===== src/rtl/fsnf_pkg.sv =====
// ----------------------------------------------------------------------------
// fsnf_pkg
// Shared types, constants and helpers of the format string number formatter.
// ----------------------------------------------------------------------------
package fsnf_pkg;

  localparam int CHAR_W     = 8;
  localparam int ARG_W      = 32;
  localparam int MAX_DIGITS = 11;
  localparam int DIG_IDX_W  = $clog2(MAX_DIGITS);
  localparam int QUEUE_DEPTH_DEF = 2;

  localparam logic [CHAR_W-1:0] CH_NUL     = 8'h00;
  localparam logic [CHAR_W-1:0] CH_PERCENT = 8'h25;
  localparam logic [CHAR_W-1:0] CH_MINUS   = 8'h2d;
  localparam logic [CHAR_W-1:0] CH_ZERO    = 8'h30;
  localparam logic [CHAR_W-1:0] CH_LA      = 8'h61;
  localparam logic [CHAR_W-1:0] CH_C       = 8'h63;
  localparam logic [CHAR_W-1:0] CH_D       = 8'h64;
  localparam logic [CHAR_W-1:0] CH_O       = 8'h6f;
  localparam logic [CHAR_W-1:0] CH_P       = 8'h70;
  localparam logic [CHAR_W-1:0] CH_U       = 8'h75;
  localparam logic [CHAR_W-1:0] CH_X       = 8'h78;

  localparam logic [ARG_W-1:0] RECIP10 = 32'hcccccccd;
  localparam int RECIP10_SHIFT = 35;

  localparam logic [2:0] CMD_CHAR = 3'd0;
  localparam logic [2:0] CMD_HEX  = 3'd1;
  localparam logic [2:0] CMD_OCT  = 3'd2;
  localparam logic [2:0] CMD_DEC  = 3'd3;
  localparam logic [2:0] CMD_PTR  = 3'd4;

  typedef struct packed {
    logic [2:0]       kind;
    logic             neg;
    logic [ARG_W-1:0] data;
  } cmd_t;

  function automatic logic [CHAR_W-1:0] digit_char(input logic [3:0] d);
    logic [CHAR_W-1:0] c;
    if (d < 4'd10) begin
      c = CH_ZERO + {4'b0000, d};
    end else begin
      c = CH_LA + {4'b0000, d} - 8'd10;
    end
    return c;
  endfunction

endpackage


===== src/rtl/format_string_number_formatter.sv =====
// ----------------------------------------------------------------------------
// format_string_number_formatter
// Printf-style integer formatter: format bytes in, ASCII text bytes out.
// ----------------------------------------------------------------------------
// Each input transaction carries one format byte and a 32-bit argument; the
// front part takes a transaction whenever the command queue has room. The
// back part starts each queued command, then sends one output byte per
// cycle when the output is not stalled. A plain byte, 'c' or '%%' goes
// straight out; 'x', 'o' and 'p' first build their digits one per step; 'u'
// and 'd' take a multiply step and a digit step per digit for the
// multiply-by-reciprocal divide by ten.
// ----------------------------------------------------------------------------
module format_string_number_formatter import fsnf_pkg::*; #(
  parameter int QUEUE_DEPTH = QUEUE_DEPTH_DEF
) (
  input  logic        clk,
  input  logic        rst_n,
  input  logic        in_tvalid,
  output logic        in_tready,
  input  logic [39:0] in_tdata,   // [7:0] fmt_char, [39:8] arg_value
  output logic        out_tvalid,
  input  logic        out_tready,
  output logic [7:0]  out_tdata,  // [7:0] out_char
  output logic        out_tlast
);

  logic q_full;
  logic q_empty;
  logic q_push;
  logic q_pop;
  cmd_t push_cmd;
  cmd_t pop_cmd;

  fsnf_front u_front (
    .clk       (clk),
    .rst_n     (rst_n),
    .in_valid  (in_tvalid),
    .in_ready  (in_tready),
    .fmt_char  (in_tdata[7:0]),
    .arg_value (in_tdata[39:8]),
    .q_full    (q_full),
    .q_push    (q_push),
    .q_cmd     (push_cmd)
  );

  fsnf_queue #(
    .DEPTH (QUEUE_DEPTH)
  ) u_queue (
    .clk      (clk),
    .rst_n    (rst_n),
    .push     (q_push),
    .push_cmd (push_cmd),
    .pop      (q_pop),
    .pop_cmd  (pop_cmd),
    .full     (q_full),
    .empty    (q_empty)
  );

  fsnf_back u_back (
    .clk       (clk),
    .rst_n     (rst_n),
    .q_empty   (q_empty),
    .q_cmd     (pop_cmd),
    .q_pop     (q_pop),
    .out_valid (out_tvalid),
    .out_ready (out_tready),
    .out_char  (out_tdata),
    .out_last  (out_tlast)
  );

endmodule


===== src/rtl/fsnf_front.sv =====
// ----------------------------------------------------------------------------
// fsnf_front
// Accepts format bytes, tracks the pending percent and queues commands.
// ----------------------------------------------------------------------------
module fsnf_front import fsnf_pkg::*; (
  input  logic              clk,
  input  logic              rst_n,
  input  logic              in_valid,
  output logic              in_ready,
  input  logic [CHAR_W-1:0] fmt_char,
  input  logic [ARG_W-1:0]  arg_value,
  input  logic              q_full,
  output logic              q_push,
  output cmd_t              q_cmd
);

  logic pending_r;
  logic pending_nxt;
  logic accept;
  logic emit;

  assign in_ready = !q_full;
  assign accept   = in_valid && in_ready;
  assign q_push   = accept && emit;

  always_comb begin
    emit        = 1'b1;
    pending_nxt = 1'b0;
    q_cmd.kind  = CMD_CHAR;
    q_cmd.neg   = 1'b0;
    q_cmd.data  = {{(ARG_W-CHAR_W){1'b0}}, fmt_char};
    if (!pending_r) begin
      if (fmt_char == CH_PERCENT) begin
        emit        = 1'b0;
        pending_nxt = 1'b1;
      end
    end else begin
      case (fmt_char)
        CH_NUL: begin
          q_cmd.kind = CMD_CHAR;
        end
        CH_X: begin
          q_cmd.kind = CMD_HEX;
          q_cmd.data = arg_value;
        end
        CH_O: begin
          q_cmd.kind = CMD_OCT;
          q_cmd.data = arg_value;
        end
        CH_U: begin
          q_cmd.kind = CMD_DEC;
          q_cmd.data = arg_value;
        end
        CH_P: begin
          q_cmd.kind = CMD_PTR;
          q_cmd.data = arg_value;
        end
        CH_D: begin
          q_cmd.kind = CMD_DEC;
          q_cmd.neg  = arg_value[ARG_W-1];
          q_cmd.data = arg_value[ARG_W-1] ? (~arg_value + 1'b1) : arg_value;
        end
        CH_C: begin
          q_cmd.data = {{(ARG_W-CHAR_W){1'b0}}, arg_value[CHAR_W-1:0]};
        end
        CH_PERCENT: begin
          q_cmd.data = {{(ARG_W-CHAR_W){1'b0}}, CH_PERCENT};
        end
        default: begin
          emit = 1'b0;
        end
      endcase
    end
  end

  always_ff @(posedge clk) begin
    if (!rst_n) begin
      pending_r <= 1'b0;
    end else if (accept) begin
      pending_r <= pending_nxt;
    end
  end

endmodule


===== src/rtl/fsnf_queue.sv =====
// ----------------------------------------------------------------------------
// fsnf_queue
// Short command queue between the front and back parts.
// ----------------------------------------------------------------------------
module fsnf_queue import fsnf_pkg::*; #(
  parameter int DEPTH = QUEUE_DEPTH_DEF
) (
  input  logic clk,
  input  logic rst_n,
  input  logic push,
  input  cmd_t push_cmd,
  input  logic pop,
  output cmd_t pop_cmd,
  output logic full,
  output logic empty
);

  localparam int PTR_W = (DEPTH > 1) ? $clog2(DEPTH) : 1;
  localparam int CNT_W = $clog2(DEPTH + 1);
  localparam logic [PTR_W-1:0] LAST_PTR = PTR_W'(DEPTH - 1);
  localparam logic [CNT_W-1:0] DEPTH_CNT = CNT_W'(DEPTH);

  cmd_t             mem_r [DEPTH];
  logic [PTR_W-1:0] wr_ptr_r;
  logic [PTR_W-1:0] rd_ptr_r;
  logic [CNT_W-1:0] count_r;
  logic             do_push;
  logic             do_pop;

  assign full    = (count_r == DEPTH_CNT);
  assign empty   = (count_r == '0);
  assign do_push = push && !full;
  assign do_pop  = pop && !empty;
  assign pop_cmd = mem_r[rd_ptr_r];

  always_ff @(posedge clk) begin
    if (do_push) begin
      mem_r[wr_ptr_r] <= push_cmd;
    end
  end

  always_ff @(posedge clk) begin
    if (!rst_n) begin
      wr_ptr_r <= '0;
      rd_ptr_r <= '0;
      count_r  <= '0;
    end else begin
      if (do_push) begin
        wr_ptr_r <= (wr_ptr_r == LAST_PTR) ? '0 : wr_ptr_r + 1'b1;
      end
      if (do_pop) begin
        rd_ptr_r <= (rd_ptr_r == LAST_PTR) ? '0 : rd_ptr_r + 1'b1;
      end
      if (do_push && !do_pop) begin
        count_r <= count_r + 1'b1;
      end else if (do_pop && !do_push) begin
        count_r <= count_r - 1'b1;
      end
    end
  end

`ifndef NO_ASSERTIONS
  a_count_bound: assert property (@(posedge clk) disable iff (!rst_n)
    count_r <= DEPTH_CNT)
    else $error("queue count exceeds depth");

  a_no_overflow: assert property (@(posedge clk) disable iff (!rst_n)
    push |-> !full)
    else $error("push into full queue");
`endif

endmodule


===== src/rtl/fsnf_back.sv =====
// ----------------------------------------------------------------------------
// fsnf_back
// Runs queued commands: builds the digits of a number one per step, then streams the text.
// ----------------------------------------------------------------------------
module fsnf_back import fsnf_pkg::*; (
  input  logic              clk,
  input  logic              rst_n,
  input  logic              q_empty,
  input  cmd_t              q_cmd,
  output logic              q_pop,
  output logic              out_valid,
  input  logic              out_ready,
  output logic [CHAR_W-1:0] out_char,
  output logic              out_last
);

  localparam logic [2:0] S_IDLE = 3'd0;
  localparam logic [2:0] S_CHAR = 3'd1;
  localparam logic [2:0] S_MUL  = 3'd2;
  localparam logic [2:0] S_DIG  = 3'd3;
  localparam logic [2:0] S_SIGN = 3'd4;
  localparam logic [2:0] S_EMIT = 3'd5;

  localparam int QUO_W = 2 * ARG_W - RECIP10_SHIFT;

  logic [2:0]             state_r, state_nxt;
  logic [2:0]             kind_r;
  logic                   neg_r;
  logic [ARG_W-1:0]       val_r, val_nxt;
  logic [2*ARG_W-1:0]     prod_r;
  logic [DIG_IDX_W-1:0]   cnt_r, cnt_nxt;
  logic [DIG_IDX_W-1:0]   idx_r, idx_nxt;
  logic [3:0]             dig_r [MAX_DIGITS];
  logic                   load_cmd;
  logic                   dig_we;

  logic                   out_valid_r;
  logic [CHAR_W-1:0]      out_char_r, out_char_nxt;
  logic                   out_last_r, out_last_nxt;
  logic                   out_free;
  logic                   out_ld;

  logic [QUO_W-1:0]       quo;
  logic [3:0]             q10_lo;
  logic [3:0]             digit;
  logic [ARG_W-1:0]       next_val;
  logic                   conv_done;

  assign out_free  = !out_valid_r || out_ready;
  assign out_valid = out_valid_r;
  assign out_char  = out_char_r;
  assign out_last  = out_last_r;

  assign quo    = prod_r[2*ARG_W-1:RECIP10_SHIFT];
  assign q10_lo = {quo[0], 3'b000} + {quo[2:0], 1'b0};

  always_comb begin
    case (kind_r)
      CMD_OCT: begin
        digit    = {1'b0, val_r[2:0]};
        next_val = val_r >> 3;
      end
      CMD_DEC: begin
        digit    = val_r[3:0] - q10_lo;
        next_val = {{(ARG_W-QUO_W){1'b0}}, quo};
      end
      default: begin
        digit    = val_r[3:0];
        next_val = val_r >> 4;
      end
    endcase
    conv_done = (next_val == '0) &&
                ((kind_r != CMD_PTR) || (cnt_r == DIG_IDX_W'(7)));
  end

  always_comb begin
    state_nxt    = state_r;
    val_nxt      = val_r;
    cnt_nxt      = cnt_r;
    idx_nxt      = idx_r;
    load_cmd     = 1'b0;
    dig_we       = 1'b0;
    out_ld       = 1'b0;
    out_char_nxt = out_char_r;
    out_last_nxt = out_last_r;
    case (state_r)
      S_IDLE: begin
        if (!q_empty) begin
          load_cmd = 1'b1;
          val_nxt  = q_cmd.data;
          cnt_nxt  = '0;
          case (q_cmd.kind)
            CMD_CHAR: state_nxt = S_CHAR;
            CMD_DEC:  state_nxt = S_MUL;
            default:  state_nxt = S_DIG;
          endcase
        end
      end
      S_CHAR: begin
        if (out_free) begin
          out_ld       = 1'b1;
          out_char_nxt = val_r[CHAR_W-1:0];
          out_last_nxt = 1'b1;
          state_nxt    = S_IDLE;
        end
      end
      S_MUL: begin
        state_nxt = S_DIG;
      end
      S_DIG: begin
        dig_we  = 1'b1;
        cnt_nxt = cnt_r + 1'b1;
        val_nxt = next_val;
        if (conv_done) begin
          idx_nxt   = cnt_r;
          state_nxt = neg_r ? S_SIGN : S_EMIT;
        end else begin
          state_nxt = (kind_r == CMD_DEC) ? S_MUL : S_DIG;
        end
      end
      S_SIGN: begin
        if (out_free) begin
          out_ld       = 1'b1;
          out_char_nxt = CH_MINUS;
          out_last_nxt = 1'b0;
          state_nxt    = S_EMIT;
        end
      end
      S_EMIT: begin
        if (out_free) begin
          out_ld       = 1'b1;
          out_char_nxt = digit_char(dig_r[idx_r]);
          out_last_nxt = (idx_r == '0);
          idx_nxt      = idx_r - 1'b1;
          if (idx_r == '0) begin
            state_nxt = S_IDLE;
          end
        end
      end
      default: begin
        state_nxt = S_IDLE;
      end
    endcase
  end

  assign q_pop = load_cmd;

  always_ff @(posedge clk) begin
    val_r  <= val_nxt;
    cnt_r  <= cnt_nxt;
    idx_r  <= idx_nxt;
    prod_r <= {{ARG_W{1'b0}}, val_r} * {{ARG_W{1'b0}}, RECIP10};
    if (load_cmd) begin
      kind_r <= q_cmd.kind;
      neg_r  <= q_cmd.neg;
    end
    if (dig_we) begin
      dig_r[cnt_r] <= digit;
    end
    if (out_ld) begin
      out_char_r <= out_char_nxt;
      out_last_r <= out_last_nxt;
    end
  end

  always_ff @(posedge clk) begin
    if (!rst_n) begin
      state_r     <= S_IDLE;
      out_valid_r <= 1'b0;
    end else begin
      state_r <= state_nxt;
      if (out_ld) begin
        out_valid_r <= 1'b1;
      end else if (out_ready) begin
        out_valid_r <= 1'b0;
      end
    end
  end

`ifndef NO_ASSERTIONS
  a_emit_index: assert property (@(posedge clk) disable iff (!rst_n)
    (state_r == S_EMIT || state_r == S_SIGN) |-> (idx_r < cnt_r))
    else $error("emit index outside digit buffer");

  a_last_ends_run: assert property (@(posedge clk) disable iff (!rst_n)
    (out_ld && out_last_nxt) |=> (state_r == S_IDLE))
    else $error("run closed while command still active");
`endif

endmodule


===== config.mk =====
export PLATFORM = sky130hd
export DESIGN_NAME = format_string_number_formatter
export DESIGN_NICKNAME = d
export VERILOG_FILES = /design/src/rtl/fsnf_pkg.sv /design/src/rtl/format_string_number_formatter.sv /design/src/rtl/fsnf_front.sv /design/src/rtl/fsnf_queue.sv /design/src/rtl/fsnf_back.sv
export SDC_FILE = /design/constraint.sdc
export NUM_CORES = 1
export LEC_CHECK = 0
export BUFFER_PORTS_ARGS = -buffer_cell sky130_fd_sc_hd__buf_2
export CORE_UTILIZATION = 45
export CTS_BUF_LIST = sky130_fd_sc_hd__clkbuf_8
export DETAILED_ROUTE_END_ITERATION = 12
export GPL_TIMING_DRIVEN = 0
export SYNTH_ARGS = -nofsm -noshare
export SYNTH_HDL_FRONTEND = slang
export SYNTH_SLANG_ARGS = --single-unit

===== constraint.sdc =====
create_clock -name clk -period 7 [get_ports clk]
set_input_delay 1.4 -clock clk [delete_from_list [all_inputs] [get_ports clk]]
set_output_delay 1.4 -clock clk [all_outputs]
set_load 0.01 [all_outputs]

Word level (Yosys, flattened, before mapping)
Memory sizes are Yosys's and may differ from the RTL's. A register that Yosys moved wholly into a read port is not among the register bits.
Index checks and enable logic that the tools add are counted.
{"block": "word_totals", "register_bits": 126, "n_memories": 2, "output_inout_bits": 11, "mem_bits_rw": 116, "input_bits": 44}
{"memory": "u_queue.mem_r", "words": 2, "word_bits": 36, "read_ports": 1, "rd_clocked_by_memory_dff": 1, "wr": 1, "line": "fsnf_queue.sv:23", "source": "cmd_t mem_r [DEPTH];"}
{"memory": "u_back.dig_r", "words": 11, "word_bits": 4, "read_ports": 1, "rd_clocked_by_memory_dff": 1, "wr": 1, "line": "fsnf_back.sv:33", "source": "logic [3:0] dig_r [MAX_DIGITS];"}
{"block": "classes", "bitwise_logic": 1, "reduce_logical": 33, "n_addsub": 12, "n_lt_le_gt_ge": 1, "multipliers": 1, "eq_ne": 24, "muxes": 56}
{"op": "$pmux 32 s4", "n": 1}
{"op": "$mul 32x32->64 const B", "n": 1}
{"op": "$mux 32", "n": 2}
{"op": "$pmux 32 s2", "n": 1}
{"op": "$pmux 29 s2", "n": 1}
{"op": "$eq 8x7->1 const B", "n": 6}
{"op": "$mux 36", "n": 1}
{"op": "$add 32x1->32 const B", "n": 1}
{"op": "$logic_not 32->1", "n": 1}
{"op": "$mux 8", "n": 4}
{"op": "$not 32->32", "n": 1}
{"op": "$mux 1", "n": 26}
{"op": "$pmux 4 s2", "n": 3}
{"op": "$pmux 8 s3", "n": 1}
{"op": "$mux 3", "n": 6}
{"op": "$pmux 3 s6", "n": 1}
{"op": "$mux 4", "n": 4}
{"op": "$eq 3x2->1 const B", "n": 5}
{"op": "$pmux 3 s4", "n": 1}
{"op": "$ne 2x1->1 const B", "n": 5}
{"op": "$reduce_and 5->1", "n": 2}
{"op": "$add 7x4->8 const A", "n": 1}
{"op": "$eq 8x6->1 const B", "n": 1}
{"op": "$logic_not 8->1", "n": 1}
{"op": "other kinds (33)", "n": 51}

Logic depth before layout (Yosys ltp)
Gate-level depths: netlist of run 1.
{"block": "depth", "word_depth": 10, "ltp_mapped": 26}

Hierarchy
From an unflattened synthesis of run 1, not the netlist that was laid out.
{"block": "unflattened", "hier_cells": 2703, "hier_area_um2": 27782.9}
{"module": "fsnf_back", "area_each_um2": 23286.1, "instances": 1, "cells_per_inst": 2296, "seq_area_each_um2": 3653.5}
{"module": "fsnf_queue", "area_each_um2": 2829.0, "instances": 1, "cells_per_inst": 137, "seq_area_each_um2": 2262.2}
{"module": "fsnf_front", "area_each_um2": 1667.8, "instances": 1, "cells_per_inst": 270, "seq_area_each_um2": 20.0}

Least setup slack after synthesis of run 1
OpenSTA, ideal clock, no wires.
{"block": "synth_timing", "path_type": "reg2reg", "start": "register u_back.val_r[19]", "end": "register u_back.prod_r[56]", "synth_period_minus_slack_ns": 7.009, "slack_ns": -0.009, "arrival_time_ns": 6.937, "path_stages_with_launch": 26, "required_ns": 6.928, "path_buffers": 0, "setup_time_ns": 0.072, "path_cell_list": "edfxtp_1 -> ha_1 -> inv_1 -> fa_1 -> inv_1 -> fa_1 -> inv_1 -> fa_1 -> inv_1 -> fa_1 -> fa_1 -> fa_1 -> inv_1 -> fa_1 -> inv_1 -> ha_1 -> a21o_1 -> a31oi_1 -> a31oi_1 -> nor4b_1 -> o21bai_1 -> a31oi_1 -> o31ai_1 -> a21o_1 -> a221oi_1 -> xnor2_1"}
{"block": "synth_via", "elab_chain_len": 1}
{"element": "start, declared", "line": "fsnf_back.sv:29", "source": "logic [ARG_W-1:0] val_r, val_nxt;"}
{"element": "start signal, assigned", "line": "fsnf_back.sv:149", "source": "val_r <= val_nxt;"}
{"element": "$mul 32x32->64", "line": "fsnf_back.sv:152", "source": "prod_r <= {{ARG_W{1'b0}}, val_r} * {{ARG_W{1'b0}}, RECIP10};"}
{"element": "end signal, assigned", "line": "fsnf_back.sv:152"}
{"element": "end, declared", "line": "fsnf_back.sv:30", "source": "logic [2*ARG_W-1:0] prod_r;"}
Every way passes these cells.
A chain may end at the register's enable or synchronous reset.

Final worst setup path of run 1
{"block": "layout_timing", "start": "register u_back.val_r[17]", "end": "register u_back.prod_r[56]"}
The elaborated chain is that of the path after synthesis.

==> results of run 1 <==
-- timing repair --
item	CTS	global route
resized for setup	158	72
buffers inserted	117	36
endpoints found under the setup margin	29	29
pin swaps	64	35
-- worst max-delay path, delay by kind of cell (launching register included) --
family	cells	cell delay, ps
AOI/OAI and AO/OA	6	1250
xor gates and xnor gates	1	140
adders and majority gates	9	4070
buffers and inverters	7	750
DFF	1	560
and+or+nand+nor	4	510
-- metal layers --
layer  up-vias  part of all wire [%]  global-route usage [%]  routed length, um
li1       8603                     -                       -                  -
met1      9462                    41                   32.42              31110
met2       535                    50                   45.20              37560
met3       135                   5.9                   4.252               4442
met4         2                   3.4                   8.842               2577
met5         -                 0.026                       0                 20
-- cell type report --
class	instances	share of cell area, %
Multi-Input combinational cell	1656	62.30
Sequential cell	212	19.38
Inverter	547	6.752
Timing Repair Buffer	206	5.077
Tap cell	765	3.125
Clock buffer	31	1.393
Buffer	60	1.070
Clock inverter	24	0.8986
Antenna cell	1	0.008169
-- synth_stat cells, drive strengths merged (9+ instances only) --
master / number
inv: 547
fa: 386
ha: 357
edfxtp: 169
a21oi: 119
nand2: 119
o21ai: 107
nor2: 61
mux2i: 58
a21o: 56
clkbuf: 51
xor2: 47
xnor2: 44
dfxtp: 43
nor2b: 29
nor3: 27
and2: 23
a211oi: 20
or3: 19
nand3: 17
nand4: 14
and3: 12
o31ai: 12
a31oi: 10
mux4: 10
nand2b: 10
buf: 9
nand3b: 9
or4: 9
-- per-stage QoR --
stage	utilization, %	cells
global placement	47.70	3292
floorplan	-	2475
CTS	52.01	3466
detailed placement	47.76	3295
global route	53.09	3502
finish	53.09	3502
-- cells by family after synthesis --
logic type      count (synthesis)  synth area share, %
mux                            76                3.408
xor+xnor                       91                3.032
buf+inv                       607                8.757
simple gates                  370                7.186
compound gates                376                8.657
flops                         212                22.58
fa+ha+maj                     743                46.38
-- registers in the layout, summed over array words and instances, names as in the netlist, named ones only --
signal and cells:
u_back.idx_r 4, u_queue.wr_ptr_r 1, u_back.out_char 8, u_back.out_valid 1
u_back.neg_r 1, u_back.val_r 32, u_queue.mem_r 72, u_back.cnt_r 4
u_back.state_r 3, u_back.prod_r 29, u_back.kind_r 3, u_queue.rd_ptr_r 1
u_queue.count_r 2, u_front.pending_r 1, u_back.out_last 1, u_back.dig_r 44
-- worst max path at each step --
| stage | to | slack [ps] | cells past startpoint |
|---|---|---|---|
| floorplan | u_back.prod_r[56] | 50 | 26 |
| global placement | u_back.prod_r[63] | -2560 | 23 |
| detailed placement | u_back.prod_r[63] | -2470 | 24 |
| CTS | u_back.prod_r[57] | -490 | 27 |
| global route | u_back.prod_r[60] | -610 | 29 |
| finish | u_back.prod_r[56] | -410 | 27 |
==> flow_metrics.tcl, run 1 <==
set metrics [dict create \
    gp_congestion 0.9491 \
    worstPathArrival_ps 7880 \
    relSlewSlack_pct 11.17 \
    cts_made_buffers 31 \
    vias 18737 \
    pre_cts_slack_ps -2473 \
    fill_cells 5109 \
    fin_crit_sh_pct 105.9 \
    initial_core_util_pct 45.57 \
    setup_ws_ps -411.4 \
    cts_max_path_buffers 3 \
    final_nets 3501 \
    syn_nets 3262 \
    post-route-cell-area_mm2 0.03063 \
    path_clk_slew_ps 70 \
    layout_common_cells "inv_1, fa_1, ha_1, edfxtp_1, buf_4" \
    ys_seq_elements 212 \
    drcViolationCount 0 \
    yosys-top-cells-area "fa_1, edfxtp_1, ha_1" \
    first_global_vias 20468 \
    slew_violations 0 \
    syn_to_final_growth_pct 16.51 \
    drt_iter0_drc 1087 \
    cts-root-buf "clkbuf_8" \
    die_area_mm2 0.05939 \
    setup_viol 20 \
    cts.sinks 212 \
    grt_remaining_overflow 0 \
    synth_largest_area_cell "fa_1" \
    yosys_warnings 0 \
    async_flop_share_pct 0 \
    antenna_left 0 \
    hold_viol 0 \
    cpMaxStageDelayCell "edfxtp_1" \
    via_per_inst 5.350 \
    fp.dieH_um 243.7 \
    fin_setup_tns_ps -5098 \
    outcome "finished with violations" \
    multi_input_comb_area_mm2 0.01908 \
    port_buffers 52 \
    worstPathRequired_ps 7470 \
    min_from "u_queue.count_r[1]" \
    layout_commonest_cell "inv_1" \
    violations "setup timing" \
    max_cap_violations 0 \
    yosysTopAreaCellShare_pct 29.39 \
    first_pass_iters 5 \
    dp_hpwl_um 60790 \
    ys_seq_area_share_pct 22.58 \
    syn_area_mm2 0.02629 \
    hp-class "reg2reg" \
    max_freq_mhz 134.9 \
    placed_area_mm2 0.02756 \
    ff_latch_area_mm2 0.005936 \
    netlist_instances 2475 \
    grtUsageTotal_pct 25.91 \
    criticalPathCategory "reg2reg" \
    min_path_cells 2 \
    worstReg2RegEnd "u_back.prod_r[56]" \
    cts_max_level 1 \
    syn_area_per_cell_um2 10.62 \
    drt-total-wl_um 75710 \
    rsz0062_at_grt "true" \
    rr_startpoint "u_back.val_r[17]" \
    r2r_cells 27 \
    crit_start "u_back.val_r[17]" \
    cts_tree "built" \
    hold_buffers 0 \
    antenna_found_initial 2 \
    timing.hold.ws_ps 537.2 \
    die_w_um 243.7 \
    r2r_slack_ps -410 \
    layout-drive-gt1-share_pct 16.01 \
    synth-main-ff-cell "edfxtp_1" \
    worst_slew_pin_slew_ps 1318 \
    synth-edff-count 169 \
    crit_path_start_kind "flop" \
    end_kind "flop" \
    worstHoldEndpoint "u_queue.count_r[1]" \
    core_area_mm2 0.05770 \
    io_pins 55 \
    wl_per_cell_um 21.62 \
    synth.distinct_cells 66 \
    fin_crit_ps 7411 \
    cp_max_fo 4 \
    clk-insertion-delay-late_ps 610 \
    num_rows 88 \
    clock_skew_ps 43.17 \
    crit_path_frequent_cell "fa_1" \
    cpPeakStageDelay_ps 560 \
    grt_max_degree 37 \
    grt_pass1_wl_um 116600 \
]
Power of run 1 is not shown: default switching activity piles up to over one toggle a cycle in this logic, so the estimate is an artifact.
==> run 2, diff against run 1 <==
==> constraint.sdc (replaced) <==
create_clock -name clk -period 7 [get_ports clk]
set_input_delay 0 -clock clk [delete_from_list [all_inputs] [get_ports clk]]
set_output_delay 0 -clock clk [all_outputs]
set_load 0.01 [all_outputs]
==> run 2 against run 1 <==
The flow still finishes with violations (setup timing). Routed wire length rose by 0.22%. Final cell count rose by 1.2%. Sequential cell count unchanged. Global-route usage up 0.055 points. Worst hold slack worse by 490 ps. Sequential share of layout area down 0.26 points. Clock skew up 3.6 ps. Final area up 1.4%. Register-to-register slack about the same. Via count increased by 0.54%. Largest cell class unchanged.
==> flow_metrics.tcl, run 2 (synthesized netlist as in run 1, its figures left out) <==
set metrics [dict create \
    min_path_cells 6 \
    fin_crit_sh_pct 106.0 \
    fp.dieH_um 243.7 \
    io_pins 55 \
    cts-root-buf "clkbuf_8" \
    path_clk_slew_ps 70 \
    layout_common_cells "inv_1, fa_1, ha_1, edfxtp_1, buf_4" \
    setup_ws_ps -421.6 \
    cp_max_fo 4 \
    antenna_found_initial 2 \
    clk-insertion-delay-late_ps 610 \
    grt_remaining_overflow 0 \
    via_per_inst 5.315 \
    slew_violations 0 \
    fill_cells 5092 \
    setup_viol 20 \
    crit_path_frequent_cell "fa_1" \
    post-route-cell-area_mm2 0.03105 \
    placed_area_mm2 0.02756 \
    core_area_mm2 0.05770 \
    first_global_vias 20614 \
    crit_path_start_kind "flop" \
    cts.sinks 212 \
    max_freq_mhz 134.7 \
    vias 18838 \
    die_area_mm2 0.05939 \
    largest_register_ffs 72 \
    syn_to_final_growth_pct 18.11 \
    criticalPathCategory "reg2reg" \
    drt-total-wl_um 75880 \
    cts_max_path_buffers 3 \
    layout_commonest_cell "inv_1" \
    reg_top3 "u_queue.mem_r x72, u_back.dig_r x44, u_back.val_r x32" \
    grt_pass1_wl_um 116900 \
    antenna_left 0 \
    relSlewSlack_pct 10.49 \
    worstPathRequired_ps 7450 \
    port_buffers 52 \
    grtUsageTotal_pct 25.97 \
    cts_tree "built" \
    dp_hpwl_um 60790 \
    initial_core_util_pct 45.57 \
    rsz0062_at_grt "true" \
    cpPeakStageDelay_ps 560 \
    r2r_cells 29 \
    final_nets 3543 \
    top_register "u_queue.mem_r" \
    layout-drive-gt1-share_pct 15.77 \
    drcViolationCount 0 \
    fin_crit_ps 7422 \
    hp-class "in2reg" \
    wl_per_cell_um 21.41 \
    cts_max_level 1 \
    worstPathArrival_ps 7870 \
    violations "setup timing" \
    cts_made_buffers 31 \
    hold_viol 0 \
    outcome "finished with violations" \
    die_w_um 243.7 \
    drt_iter0_drc 1170 \
    gp_congestion 0.9491 \
    first_pass_iters 5 \
    worst_slew_pin_slew_ps 1329 \
    end_kind "flop" \
    cpMaxStageDelayCell "edfxtp_1" \
    max_cap_violations 0 \
    clock_skew_ps 46.77 \
    grt_max_degree 37 \
    num_rows 88 \
]
==> run 2: repair_timing <==
| item | CTS | global route |
|---|---|---|
| setup endpoints to repair | 29 | 29 |
| resized for setup | 158 | 72 |
| buffers inserted | 117 | 36 |
| pin swaps | 64 | 35 |
| hold endpoints to repair | 84 | 0 |
| hold buffers | 42 | 0 |
==> run 2: layout make-up <==
class | instances | area (um^2) | share of cell area, %
Tap cell | 765 | 957.2 | 3.082
Timing Repair Buffer | 248 | 1976 | 6.362
Buffer | 60 | 327.8 | 1.056
Clock inverter | 24 | 275.3 | 0.8865
Inverter | 547 | 2068 | 6.660
Sequential cell | 212 | 5936 | 19.12
Antenna cell | 1 | 2.502 | 0.008059
Clock buffer | 31 | 426.7 | 1.374
Multi-Input combinational cell | 1656 | 19080 | 61.46
==> run 2: final timing paths <==
kind | slack [ps] | endpoint | start
worst max-delay path | -420 | u_back.prod_r[60] | u_back.val_r[17]
worst min register to register | 540 | u_queue.count_r[1] | u_queue.count_r[1]
worst min-delay path | 50 | u_front.pending_r | in_tdata[1]
worst max register to register | -420 | u_back.prod_r[60] | u_back.val_r[17]
==> run 2: per-stage QoR <==
step | setup TNS (ps) | instances | utilization (%) | hold slack (ps) | setup slack [ps]
CTS | -5746 | 3508 | 52.74 | 31.35 | -489.0
global route | -8677 | 3544 | 53.82 | 96.70 | -607.5
floorplan | 0 | 2475 | - | 117.5 | 49.35
global placement | -50290 | 3292 | 47.70 | 324.1 | -2556
finish | -5191 | 3544 | 53.82 | 47.69 | -421.6
detailed placement | -48510 | 3295 | 47.76 | 325.4 | -2473
==> run 2: metal layers <==
layer	global-route usage [%]	share of wire [%]
met1	32.35	41
met2	45.36	50
met3	4.219	5.7
met4	9.154	3.6
met5	0	0.026
==> run 2: worst max-delay path: cells and delay by family, from the launching register on <==
family	cells	cell delay, ps
DFF	1	560
adders and majority gates	9	4090
AOI/OAI and AO/OA	4	580
xor gates and xnor gates	1	150
buffers and inverters	9	940
and+or+nand+nor	6	940
Power of run 2 is left out for the same reason.
